===== src/rtl/slt_pkg.sv =====
// Shared types, constants and codes of the shifting list table.
`timescale 1ns / 1ps

package slt_pkg;

    localparam int DEPTH     = 16;
    localparam int WORD_BITS = 32;

    localparam int IDX_W   = $clog2(DEPTH);
    localparam int CNT_W   = $clog2(DEPTH + 1);
    localparam int MODE_W  = 3;
    localparam int POS_W   = 5;
    localparam int VALUE_W = 32;
    localparam int FIDX_W  = 4;
    localparam int ECNT_W  = 5;
    localparam int STAT_W  = 2;

    typedef enum logic [MODE_W-1:0] {
        OP_PUSH   = 3'd0,
        OP_INSERT = 3'd1,
        OP_POP    = 3'd2,
        OP_DELETE = 3'd3,
        OP_REMOVE = 3'd4,
        OP_FIND   = 3'd5,
        OP_READ   = 3'd6
    } t_op;

    typedef enum logic [STAT_W-1:0] {
        ST_OK    = 2'd0,
        ST_FULL  = 2'd1,
        ST_EMPTY = 2'd2,
        ST_RANGE = 2'd3
    } t_status;

    typedef enum logic [2:0] {
        S_IDLE,
        S_RD,
        S_EV,
        S_PUT,
        S_DONE
    } t_state;

    typedef struct packed {
        logic [MODE_W-1:0]  mode;
        logic [POS_W-1:0]   position;
        logic [VALUE_W-1:0] item_value;
    } t_in_item;

    typedef struct packed {
        logic [VALUE_W-1:0] read_value;
        logic [FIDX_W-1:0]  found_index;
        logic               hit;
        logic [ECNT_W-1:0]  entry_count;
        logic [STAT_W-1:0]  status;
    } t_out_item;

    typedef struct packed {
        logic                 we;
        logic [IDX_W-1:0]     waddr;
        logic [WORD_BITS-1:0] wdata;
        logic [IDX_W-1:0]     raddr;
    } t_ram_req;

endpackage


===== src/rtl/slt_ram.sv =====
// Simple dual-port RAM with one write port and one registered read port.
`timescale 1ns / 1ps

module slt_ram #(
    parameter int ADDR_W = 4,
    parameter int DATA_W = 32
) (
    input  logic              i_clk,
    input  logic              i_we,
    input  logic [ADDR_W-1:0] i_waddr,
    input  logic [DATA_W-1:0] i_wdata,
    input  logic [ADDR_W-1:0] i_raddr,
    output logic [DATA_W-1:0] o_rdata
);

    logic [DATA_W-1:0] r_mem [2**ADDR_W];
    logic [DATA_W-1:0] r_rdata;

    always_ff @(posedge i_clk) begin
        if (i_we) begin
            r_mem[i_waddr] <= i_wdata;
        end
        r_rdata <= r_mem[i_raddr];
    end

    assign o_rdata = r_rdata;

endmodule


===== src/rtl/slt_ctrl.sv =====
// Sequencer that walks the list through the RAM port and compares or moves one entry per step.
`timescale 1ns / 1ps

module slt_ctrl (
    input  logic                          i_clk,
    input  logic                          i_rst_n,
    input  logic                          i_in_valid,
    input  slt_pkg::t_in_item             i_in_data,
    output logic                          o_in_stall,
    output logic                          o_res_valid,
    output slt_pkg::t_out_item            o_res_data,
    input  logic                          i_res_stall,
    output slt_pkg::t_ram_req             o_ram,
    input  logic [slt_pkg::WORD_BITS-1:0] i_ram_rdata
);

    slt_pkg::t_state                r_state, n_state;
    logic [slt_pkg::CNT_W-1:0]      r_cnt, n_cnt;
    slt_pkg::t_op                   r_mode, n_mode;
    logic [slt_pkg::CNT_W-1:0]      r_pos, n_pos;
    logic [slt_pkg::WORD_BITS-1:0]  r_val, n_val;
    logic [slt_pkg::CNT_W-1:0]      r_idx, n_idx;
    logic [slt_pkg::CNT_W-1:0]      r_wr, n_wr;
    logic [slt_pkg::WORD_BITS-1:0]  r_rv, n_rv;
    logic [slt_pkg::IDX_W-1:0]      r_fidx, n_fidx;
    logic                           r_hit, n_hit;
    slt_pkg::t_status               r_status, n_status;

    logic [slt_pkg::CNT_W-1:0]      in_pos;
    logic [slt_pkg::WORD_BITS-1:0]  in_val;
    logic [slt_pkg::CNT_W-1:0]      idx_inc, idx_dec, wr_inc, cnt_inc, cnt_dec;
    logic                           list_full, list_empty, last_step, match;

    assign in_pos     = slt_pkg::CNT_W'(i_in_data.position);
    assign in_val     = i_in_data.item_value[slt_pkg::WORD_BITS-1:0];
    assign idx_inc    = r_idx + slt_pkg::CNT_W'(1);
    assign idx_dec    = r_idx - slt_pkg::CNT_W'(1);
    assign wr_inc     = r_wr + slt_pkg::CNT_W'(1);
    assign cnt_inc    = r_cnt + slt_pkg::CNT_W'(1);
    assign cnt_dec    = r_cnt - slt_pkg::CNT_W'(1);
    assign list_full  = (r_cnt >= slt_pkg::CNT_W'(slt_pkg::DEPTH));
    assign list_empty = (r_cnt == '0);
    assign last_step  = (idx_inc == r_cnt);
    assign match      = (i_ram_rdata == r_val);

    always_ff @(posedge i_clk) begin
        if (!i_rst_n) begin
            r_state <= slt_pkg::S_IDLE;
            r_cnt   <= '0;
        end else begin
            r_state <= n_state;
            r_cnt   <= n_cnt;
        end
    end

    always_ff @(posedge i_clk) begin
        r_mode   <= n_mode;
        r_pos    <= n_pos;
        r_val    <= n_val;
        r_idx    <= n_idx;
        r_wr     <= n_wr;
        r_rv     <= n_rv;
        r_fidx   <= n_fidx;
        r_hit    <= n_hit;
        r_status <= n_status;
    end

    always_comb begin
        n_state     = r_state;
        n_cnt       = r_cnt;
        n_mode      = r_mode;
        n_pos       = r_pos;
        n_val       = r_val;
        n_idx       = r_idx;
        n_wr        = r_wr;
        n_rv        = r_rv;
        n_fidx      = r_fidx;
        n_hit       = r_hit;
        n_status    = r_status;
        o_ram.we    = 1'b0;
        o_ram.waddr = r_idx[slt_pkg::IDX_W-1:0];
        o_ram.wdata = i_ram_rdata;
        o_ram.raddr = r_idx[slt_pkg::IDX_W-1:0];
        o_res_valid = 1'b0;

        unique case (r_state)
            slt_pkg::S_IDLE: begin
                if (i_in_valid) begin
                    n_mode   = slt_pkg::t_op'(i_in_data.mode);
                    n_pos    = in_pos;
                    n_val    = in_val;
                    n_rv     = '0;
                    n_fidx   = '0;
                    n_hit    = 1'b0;
                    n_status = slt_pkg::ST_OK;
                    n_wr     = '0;
                    n_state  = slt_pkg::S_DONE;
                    case (slt_pkg::t_op'(i_in_data.mode))
                        slt_pkg::OP_PUSH: begin
                            if (list_full) begin
                                n_status = slt_pkg::ST_FULL;
                            end else begin
                                n_pos   = r_cnt;
                                n_state = slt_pkg::S_PUT;
                            end
                        end
                        slt_pkg::OP_INSERT: begin
                            if (list_full) begin
                                n_status = slt_pkg::ST_FULL;
                            end else if (in_pos > r_cnt) begin
                                n_status = slt_pkg::ST_RANGE;
                            end else if (in_pos == r_cnt) begin
                                n_state = slt_pkg::S_PUT;
                            end else begin
                                n_idx   = cnt_dec;
                                n_state = slt_pkg::S_RD;
                            end
                        end
                        slt_pkg::OP_POP: begin
                            if (list_empty) begin
                                n_status = slt_pkg::ST_EMPTY;
                            end else begin
                                n_idx   = cnt_dec;
                                n_state = slt_pkg::S_RD;
                            end
                        end
                        slt_pkg::OP_DELETE: begin
                            if (list_empty) begin
                                n_status = slt_pkg::ST_EMPTY;
                            end else if (in_pos >= r_cnt) begin
                                n_status = slt_pkg::ST_RANGE;
                            end else if (in_pos == cnt_dec) begin
                                n_cnt = cnt_dec;
                            end else begin
                                n_idx   = in_pos + slt_pkg::CNT_W'(1);
                                n_state = slt_pkg::S_RD;
                            end
                        end
                        slt_pkg::OP_REMOVE, slt_pkg::OP_FIND: begin
                            if (!list_empty) begin
                                n_idx   = '0;
                                n_state = slt_pkg::S_RD;
                            end
                        end
                        slt_pkg::OP_READ: begin
                            if (list_empty) begin
                                n_status = slt_pkg::ST_EMPTY;
                            end else if (in_pos >= r_cnt) begin
                                n_status = slt_pkg::ST_RANGE;
                            end else begin
                                n_idx   = in_pos;
                                n_state = slt_pkg::S_RD;
                            end
                        end
                        default: begin
                            n_status = slt_pkg::ST_OK;
                        end
                    endcase
                end
            end
            slt_pkg::S_RD: begin
                n_state = slt_pkg::S_EV;
            end
            slt_pkg::S_EV: begin
                n_state = slt_pkg::S_DONE;
                case (r_mode)
                    slt_pkg::OP_INSERT: begin
                        o_ram.we    = 1'b1;
                        o_ram.waddr = idx_inc[slt_pkg::IDX_W-1:0];
                        if (r_idx == r_pos) begin
                            n_state = slt_pkg::S_PUT;
                        end else begin
                            n_idx   = idx_dec;
                            n_state = slt_pkg::S_RD;
                        end
                    end
                    slt_pkg::OP_POP: begin
                        n_rv        = i_ram_rdata;
                        o_ram.we    = 1'b1;
                        o_ram.wdata = '0;
                        n_cnt       = cnt_dec;
                    end
                    slt_pkg::OP_DELETE: begin
                        o_ram.we    = 1'b1;
                        o_ram.waddr = idx_dec[slt_pkg::IDX_W-1:0];
                        if (last_step) begin
                            n_cnt = cnt_dec;
                        end else begin
                            n_idx   = idx_inc;
                            n_state = slt_pkg::S_RD;
                        end
                    end
                    slt_pkg::OP_REMOVE: begin
                        if (!match) begin
                            o_ram.we    = 1'b1;
                            o_ram.waddr = r_wr[slt_pkg::IDX_W-1:0];
                            n_wr        = wr_inc;
                        end
                        if (last_step) begin
                            n_cnt = match ? r_wr : wr_inc;
                        end else begin
                            n_idx   = idx_inc;
                            n_state = slt_pkg::S_RD;
                        end
                    end
                    slt_pkg::OP_FIND: begin
                        if (match) begin
                            n_hit  = 1'b1;
                            n_fidx = r_idx[slt_pkg::IDX_W-1:0];
                        end else if (!last_step) begin
                            n_idx   = idx_inc;
                            n_state = slt_pkg::S_RD;
                        end
                    end
                    slt_pkg::OP_READ: begin
                        n_rv = i_ram_rdata;
                    end
                    default: begin
                        n_state = slt_pkg::S_DONE;
                    end
                endcase
            end
            slt_pkg::S_PUT: begin
                o_ram.we    = 1'b1;
                o_ram.waddr = r_pos[slt_pkg::IDX_W-1:0];
                o_ram.wdata = r_val;
                n_cnt       = cnt_inc;
                n_state     = slt_pkg::S_DONE;
            end
            slt_pkg::S_DONE: begin
                o_res_valid = 1'b1;
                if (!i_res_stall) begin
                    n_state = slt_pkg::S_IDLE;
                end
            end
            default: begin
                n_state = slt_pkg::S_IDLE;
            end
        endcase
    end

    assign o_in_stall             = (r_state != slt_pkg::S_IDLE);
    assign o_res_data.read_value  = slt_pkg::VALUE_W'(r_rv);
    assign o_res_data.found_index = slt_pkg::FIDX_W'(r_fidx);
    assign o_res_data.hit         = r_hit;
    assign o_res_data.entry_count = slt_pkg::ECNT_W'(r_cnt);
    assign o_res_data.status      = r_status;

    a_cnt_bound: assert property (@(posedge i_clk) disable iff (!i_rst_n)
        r_cnt <= slt_pkg::CNT_W'(slt_pkg::DEPTH))
        else $error("entry count exceeds the list depth");

    a_write_state: assert property (@(posedge i_clk) disable iff (!i_rst_n)
        o_ram.we |-> (r_state == slt_pkg::S_EV || r_state == slt_pkg::S_PUT))
        else $error("RAM written outside a working step");

    a_idle_count: assert property (@(posedge i_clk) disable iff (!i_rst_n)
        (r_state == slt_pkg::S_IDLE && !i_in_valid) |=> $stable(r_cnt))
        else $error("entry count changed without an operation");

    a_done_hold: assert property (@(posedge i_clk) disable iff (!i_rst_n)
        (r_state == slt_pkg::S_DONE && i_res_stall) |=> r_state == slt_pkg::S_DONE)
        else $error("result dropped while the output register was full");

endmodule


===== src/rtl/slt_out_reg.sv =====
// Output register that holds one result until the receiver takes it.
`timescale 1ns / 1ps

module slt_out_reg (
    input  logic               i_clk,
    input  logic               i_rst_n,
    input  logic               i_res_valid,
    input  slt_pkg::t_out_item i_res_data,
    output logic               o_res_stall,
    output logic               o_out_valid,
    output slt_pkg::t_out_item o_out_data,
    input  logic               i_out_stall
);

    logic               r_valid, n_valid;
    slt_pkg::t_out_item r_data, n_data;
    logic               load;

    assign o_res_stall = r_valid && i_out_stall;
    assign load        = i_res_valid && !o_res_stall;

    always_comb begin
        n_valid = r_valid;
        n_data  = r_data;
        if (load) begin
            n_valid = 1'b1;
            n_data  = i_res_data;
        end else if (!i_out_stall) begin
            n_valid = 1'b0;
        end
    end

    always_ff @(posedge i_clk) begin
        if (!i_rst_n) begin
            r_valid <= 1'b0;
        end else begin
            r_valid <= n_valid;
        end
    end

    always_ff @(posedge i_clk) begin
        r_data <= n_data;
    end

    assign o_out_valid = r_valid;
    assign o_out_data  = r_data;

endmodule


===== src/rtl/shifting_list_table_unit.sv =====
// Top level of the shifting list table: an ordered list of words kept in a small RAM.
//
// One input transfer carries an operation (push, insert, pop, delete, remove-all, find, read),
// a position and a value; every input transfer yields exactly one output transfer with the
// word read, the find result, the entry count after the operation and a status code.
// Both channels use valid and stall; a transfer happens on a clock edge with valid high
// and stall low.
// An operation with failed checks, deleting the last entry, or remove-all or find on an
// empty list goes straight to the done state, and a push adds one write step; every list
// entry walked by insert, delete, remove-all or find takes a read step to issue the RAM
// read and an evaluate step to compare or move the registered read data, because the list
// has a single read port and a single write port. From the done state the result is
// loaded into the output register.
// The input stalls while an operation is in progress; the next operation is taken while a
// finished result still waits in the output register.
// When the receiver stalls, the result is held in the output register, and a second
// finished result waits in the sequencer until the register frees.
// Reset empties the list and the output register; stored words are not cleared.
`timescale 1ns / 1ps

module shifting_list_table_unit (
    input  logic               i_clk,
    input  logic               i_rst_n,
    input  logic               i_in_valid,
    input  slt_pkg::t_in_item  i_in_data,
    output logic               o_in_stall,
    output logic               o_out_valid,
    output slt_pkg::t_out_item o_out_data,
    input  logic               i_out_stall
);

    slt_pkg::t_ram_req             ram_req;
    logic [slt_pkg::WORD_BITS-1:0] ram_rdata;
    logic                          res_valid;
    logic                          res_stall;
    slt_pkg::t_out_item            res_data;

    slt_ram #(
        .ADDR_W (slt_pkg::IDX_W),
        .DATA_W (slt_pkg::WORD_BITS)
    ) u_ram (
        .i_clk   (i_clk),
        .i_we    (ram_req.we),
        .i_waddr (ram_req.waddr),
        .i_wdata (ram_req.wdata),
        .i_raddr (ram_req.raddr),
        .o_rdata (ram_rdata)
    );

    slt_ctrl u_ctrl (
        .i_clk       (i_clk),
        .i_rst_n     (i_rst_n),
        .i_in_valid  (i_in_valid),
        .i_in_data   (i_in_data),
        .o_in_stall  (o_in_stall),
        .o_res_valid (res_valid),
        .o_res_data  (res_data),
        .i_res_stall (res_stall),
        .o_ram       (ram_req),
        .i_ram_rdata (ram_rdata)
    );

    slt_out_reg u_out_reg (
        .i_clk       (i_clk),
        .i_rst_n     (i_rst_n),
        .i_res_valid (res_valid),
        .i_res_data  (res_data),
        .o_res_stall (res_stall),
        .o_out_valid (o_out_valid),
        .o_out_data  (o_out_data),
        .i_out_stall (i_out_stall)
    );

endmodule


===== config.mk =====
export PLATFORM = sky130hd
export DESIGN_NAME = shifting_list_table_unit
export DESIGN_NICKNAME = d
export VERILOG_FILES = /design/src/rtl/slt_pkg.sv /design/src/rtl/slt_ram.sv /design/src/rtl/slt_ctrl.sv /design/src/rtl/slt_out_reg.sv /design/src/rtl/shifting_list_table_unit.sv
export SDC_FILE = /design/constraint.sdc
export NUM_CORES = 1
export LEC_CHECK = 0
export BUFFER_PORTS_ARGS = -buffer_cell sky130_fd_sc_hd__buf_2
export CORE_MARGIN = 5
export CORE_UTILIZATION = 66
export CTS_CLUSTER_DIAMETER = 50
export DETAILED_ROUTE_END_ITERATION = 12
export PLACE_DENSITY = 0.84
export SLEW_MARGIN = 15
export SYNTH_ARGS = -nofsm -noshare
export SYNTH_HDL_FRONTEND = slang
export SYNTH_SLANG_ARGS = --single-unit

===== constraint.sdc =====
create_clock -name i_clk -period 9.39 [get_ports i_clk]
set_input_delay 1.878 -clock i_clk [delete_from_list [all_inputs] [get_ports i_clk]]
set_output_delay 1.878 -clock i_clk [all_outputs]
set_load 0.01 [all_outputs]

==> reports/results.txt <==
Synthesis Warnings = 0
Synth async-reset ratio = 0
Worst-path cell chain = nor2b_4 > buf_4 > nand2_4 > inv_1 > nand2_1 > o22ai_1 > and3_2
Post-DRT Antenna Nets = 0
Clk sink count = 686
Min cycle time layout = 4.534 ns
Die width = 213.4 µm
Initial antenna violation count = 1
CP arrival = 4.72 ns
Fin crit share = 0.4829
Number of CTS-inserted buffers = 68
EDFF count, synth = 645
RSZ-0062 raised after global routing = no
Vias in the first global route = 14910
Clock Latency Late Sink = 0.59 ns
Reg-to-Reg Start = u_ctrl.r_state[1]
Mean post-synth cell area = 19.71 µm²
All-layer global routing usage = 0.2948
Slowest library cell on the worst path = and3_2
Final Setup Violations = 0
Bufs and invs on worst path = 2
N_diodes = 0
Max cap viols = 0
Synth Area in Simple Gates = 0.03946
Worst R2R Path Depth = 7
Critical path startpoint category = register
DR vias/cell = 7.082
Syn-to-layout area delta = 11.59%
Clock skew = 0.02464 ns
Post-synthesis compound-gate area fraction = 0.04079
Tot Pwr = 6.893 mW
Port bufs = 89
Total grt overflow = 0
Gate Count Post-Synth = 1385
Share of post-route cells with drive strength above 1 = 0.2648
Detailed Routing Iterations Pass 1 = 6
Nets = 1546
CP max FO = 46
Rel. slew slack = 0.1921
Cell Rows = 74
F_max = 0.2206 GHz
HP Class = reg -> reg
Final Hold Viols = 0
Final HPWL DP = 34.49 mm
CP top delay family = simple AND/OR/NAND/NOR gates
DRT iter0 DRCs = 1910
WP depth = 7
Power Density = 226.2 mW/mm²
Largest net degree at the start of global routing = 138
Post-Synth Adder-Cell Area = 0.005958
Measured slew at the worst slew-check pin = 1.212 ns
Cells on Worst Hold Path = 0
Initial core utilization = 0.6671
Slew Viols, Final = 0
First-pass GRT wire length = 97.36 mm
Critical Setup Path Class = reg -> reg
Critical Path End Type = register
Height of the die = 213.4 µm
CTS resizes = 0
Residual DRC = 0
Commonest non-fill, non-tap cells in the layout = edfxtp_1, mux4_2, buf_2, clkbuf_16, xor2_1
H-Tree Depth = 3
Status = finished clean
Top_reg_cell synth = edfxtp_1
Synth Register Bits = 686
Worst path max stage delay = 1.13 ns
Post-CTS Hold Fix Bufs = 0
CP startpoint = u_ctrl.r_state[1]
Total Neg Setup Slack = 0 ns
Postcts setup bufs = 0
Vias post-DR = 14680
Root Buffer = clkbuf_16
CTS Buffer Depth = 3
Synth Area in XOR/XNOR = 0.02218
Mux cell area share after synthesis = 0.1363
Most common cell after layout, fill and taps aside = edfxtp_1
Hold path startpoint = u_ctrl.r_rv[4]
Synth unique cells = 77
Final GP Congestion = 0.8847
Core ar. = 0.04092 mm²
Die ar. = 0.04554 mm²
Syn nets = 1442
I/O pin total = 90
Clock-pin slew on the worst setup and hold paths = 0.06 ns
Routed wire per std cell = 31.65 µm
Main combinational cell family by area after synthesis = multiplexers
Total Wirelength = 65.61 mm
Worst VDD drop = 0.0001955 V
Worst endpoint required time = 9.57 ns
Leakage dissipation = 10.23 nW
CTS tree = yes
Seq/Total Area, Yosys = 0.7395
Post-Syn Area = 0.02730 mm²
## registers in the layout (all words and copies together) (netlist names), 32 cells and up
register              flops
u_ctrl.r_rv              32
u_ctrl.r_val             32
u_out_reg.o_out_data     44
u_ram.o_rdata            32
u_ram.r_mem             512
## final cells by class
type	count	area, µm²
Inverter	23	86.33
Sequential cell	686	20190
Tap cell	532	665.6
Multi-Input combinational cell	600	6765
Clock buffer	83	1800
Fill cell	2226	10460
Clock inverter	39	322.8
Timing Repair Buffer	110	635.6
## power breakdown
part	leakage (nW)	switching [mW]	internal, mW
registers	6.23	0.0852	3.55
clock network	1.04	1.13	1.49
logic	2.97	0.406	0.235
total	10.2	1.62	5.27
## per-stage QoR
step	hold slack, ns	std cells	util	setup WS (ns)	area [µm²]
2_1_floorplan	0.4003	1385	-	4.548	27300
3_3_place_gp	0.4039	1950	0.6919	5.112	28310
3_5_place_dp	0.4045	1950	0.6919	5.032	28310
4_1_cts	0.4183	2072	0.7438	5.006	30440
5_1_grt	0.4236	2073	0.7444	4.705	30470
6_report	0.4170	2073	0.7444	4.856	30470
## final timing paths
check                                                end  slack, ns
worst max-delay path                 u_ram.r_mem[14][24]       4.86
worst min-delay path            u_out_reg.o_out_data[16]       0.42
worst max register to register       u_ram.r_mem[14][24]       4.86
worst min register to register  u_out_reg.o_out_data[16]       0.42
## logic make-up after synthesis
group | after synthesis
DFF | 686
xor gates and xnor gates | 65
muxes | 171
AOI/OAI and AO/OA | 157
and+or+nand+nor | 194
adders and majority gates | 13
buffers and inverters | 99
## per-layer routing
layer  GRT usage  routed length [µm]
met5           0                  13
met4      0.1112                2402
met3     0.06320                7006
met2      0.4743               32470
met1      0.4104               23720
## cell usage after synthesis, types with 4 or more instances
master    count  area, µm²
nand4_1       7      43.79
o21ai_1       4      20.02
clkbuf_1     40      150.1
a31oi_1       6      37.54
o211ai_1      9      67.56
mux2i_1       5      50.05
ha_1         13      162.7
nor4_1       11      68.82
mux4_2      160       3603
xor2_1       49      429.2
a22o_1       32      280.3
a21oi_1      30      150.1
o21a_1        6      45.04
o21ai_0      22      110.1
buf_2        14      70.07
nand2_1      33      123.9
xnor2_1      12      105.1
edfxtp_1    645      19370
nor3_1       15      75.07
and3_1       49      306.5
buf_1        15      56.30
nand2b_1      4      25.02
inv_1        21      78.83
a221oi_1      7      61.31
nand3_1      16      80.08
mux2_2        6      67.56
o31ai_1       4      30.03
dfxtp_1      41      820.8
nor2_1       32      120.1
o22ai_1       7      43.79
Note: power is estimated with default switching activity, not from simulation.
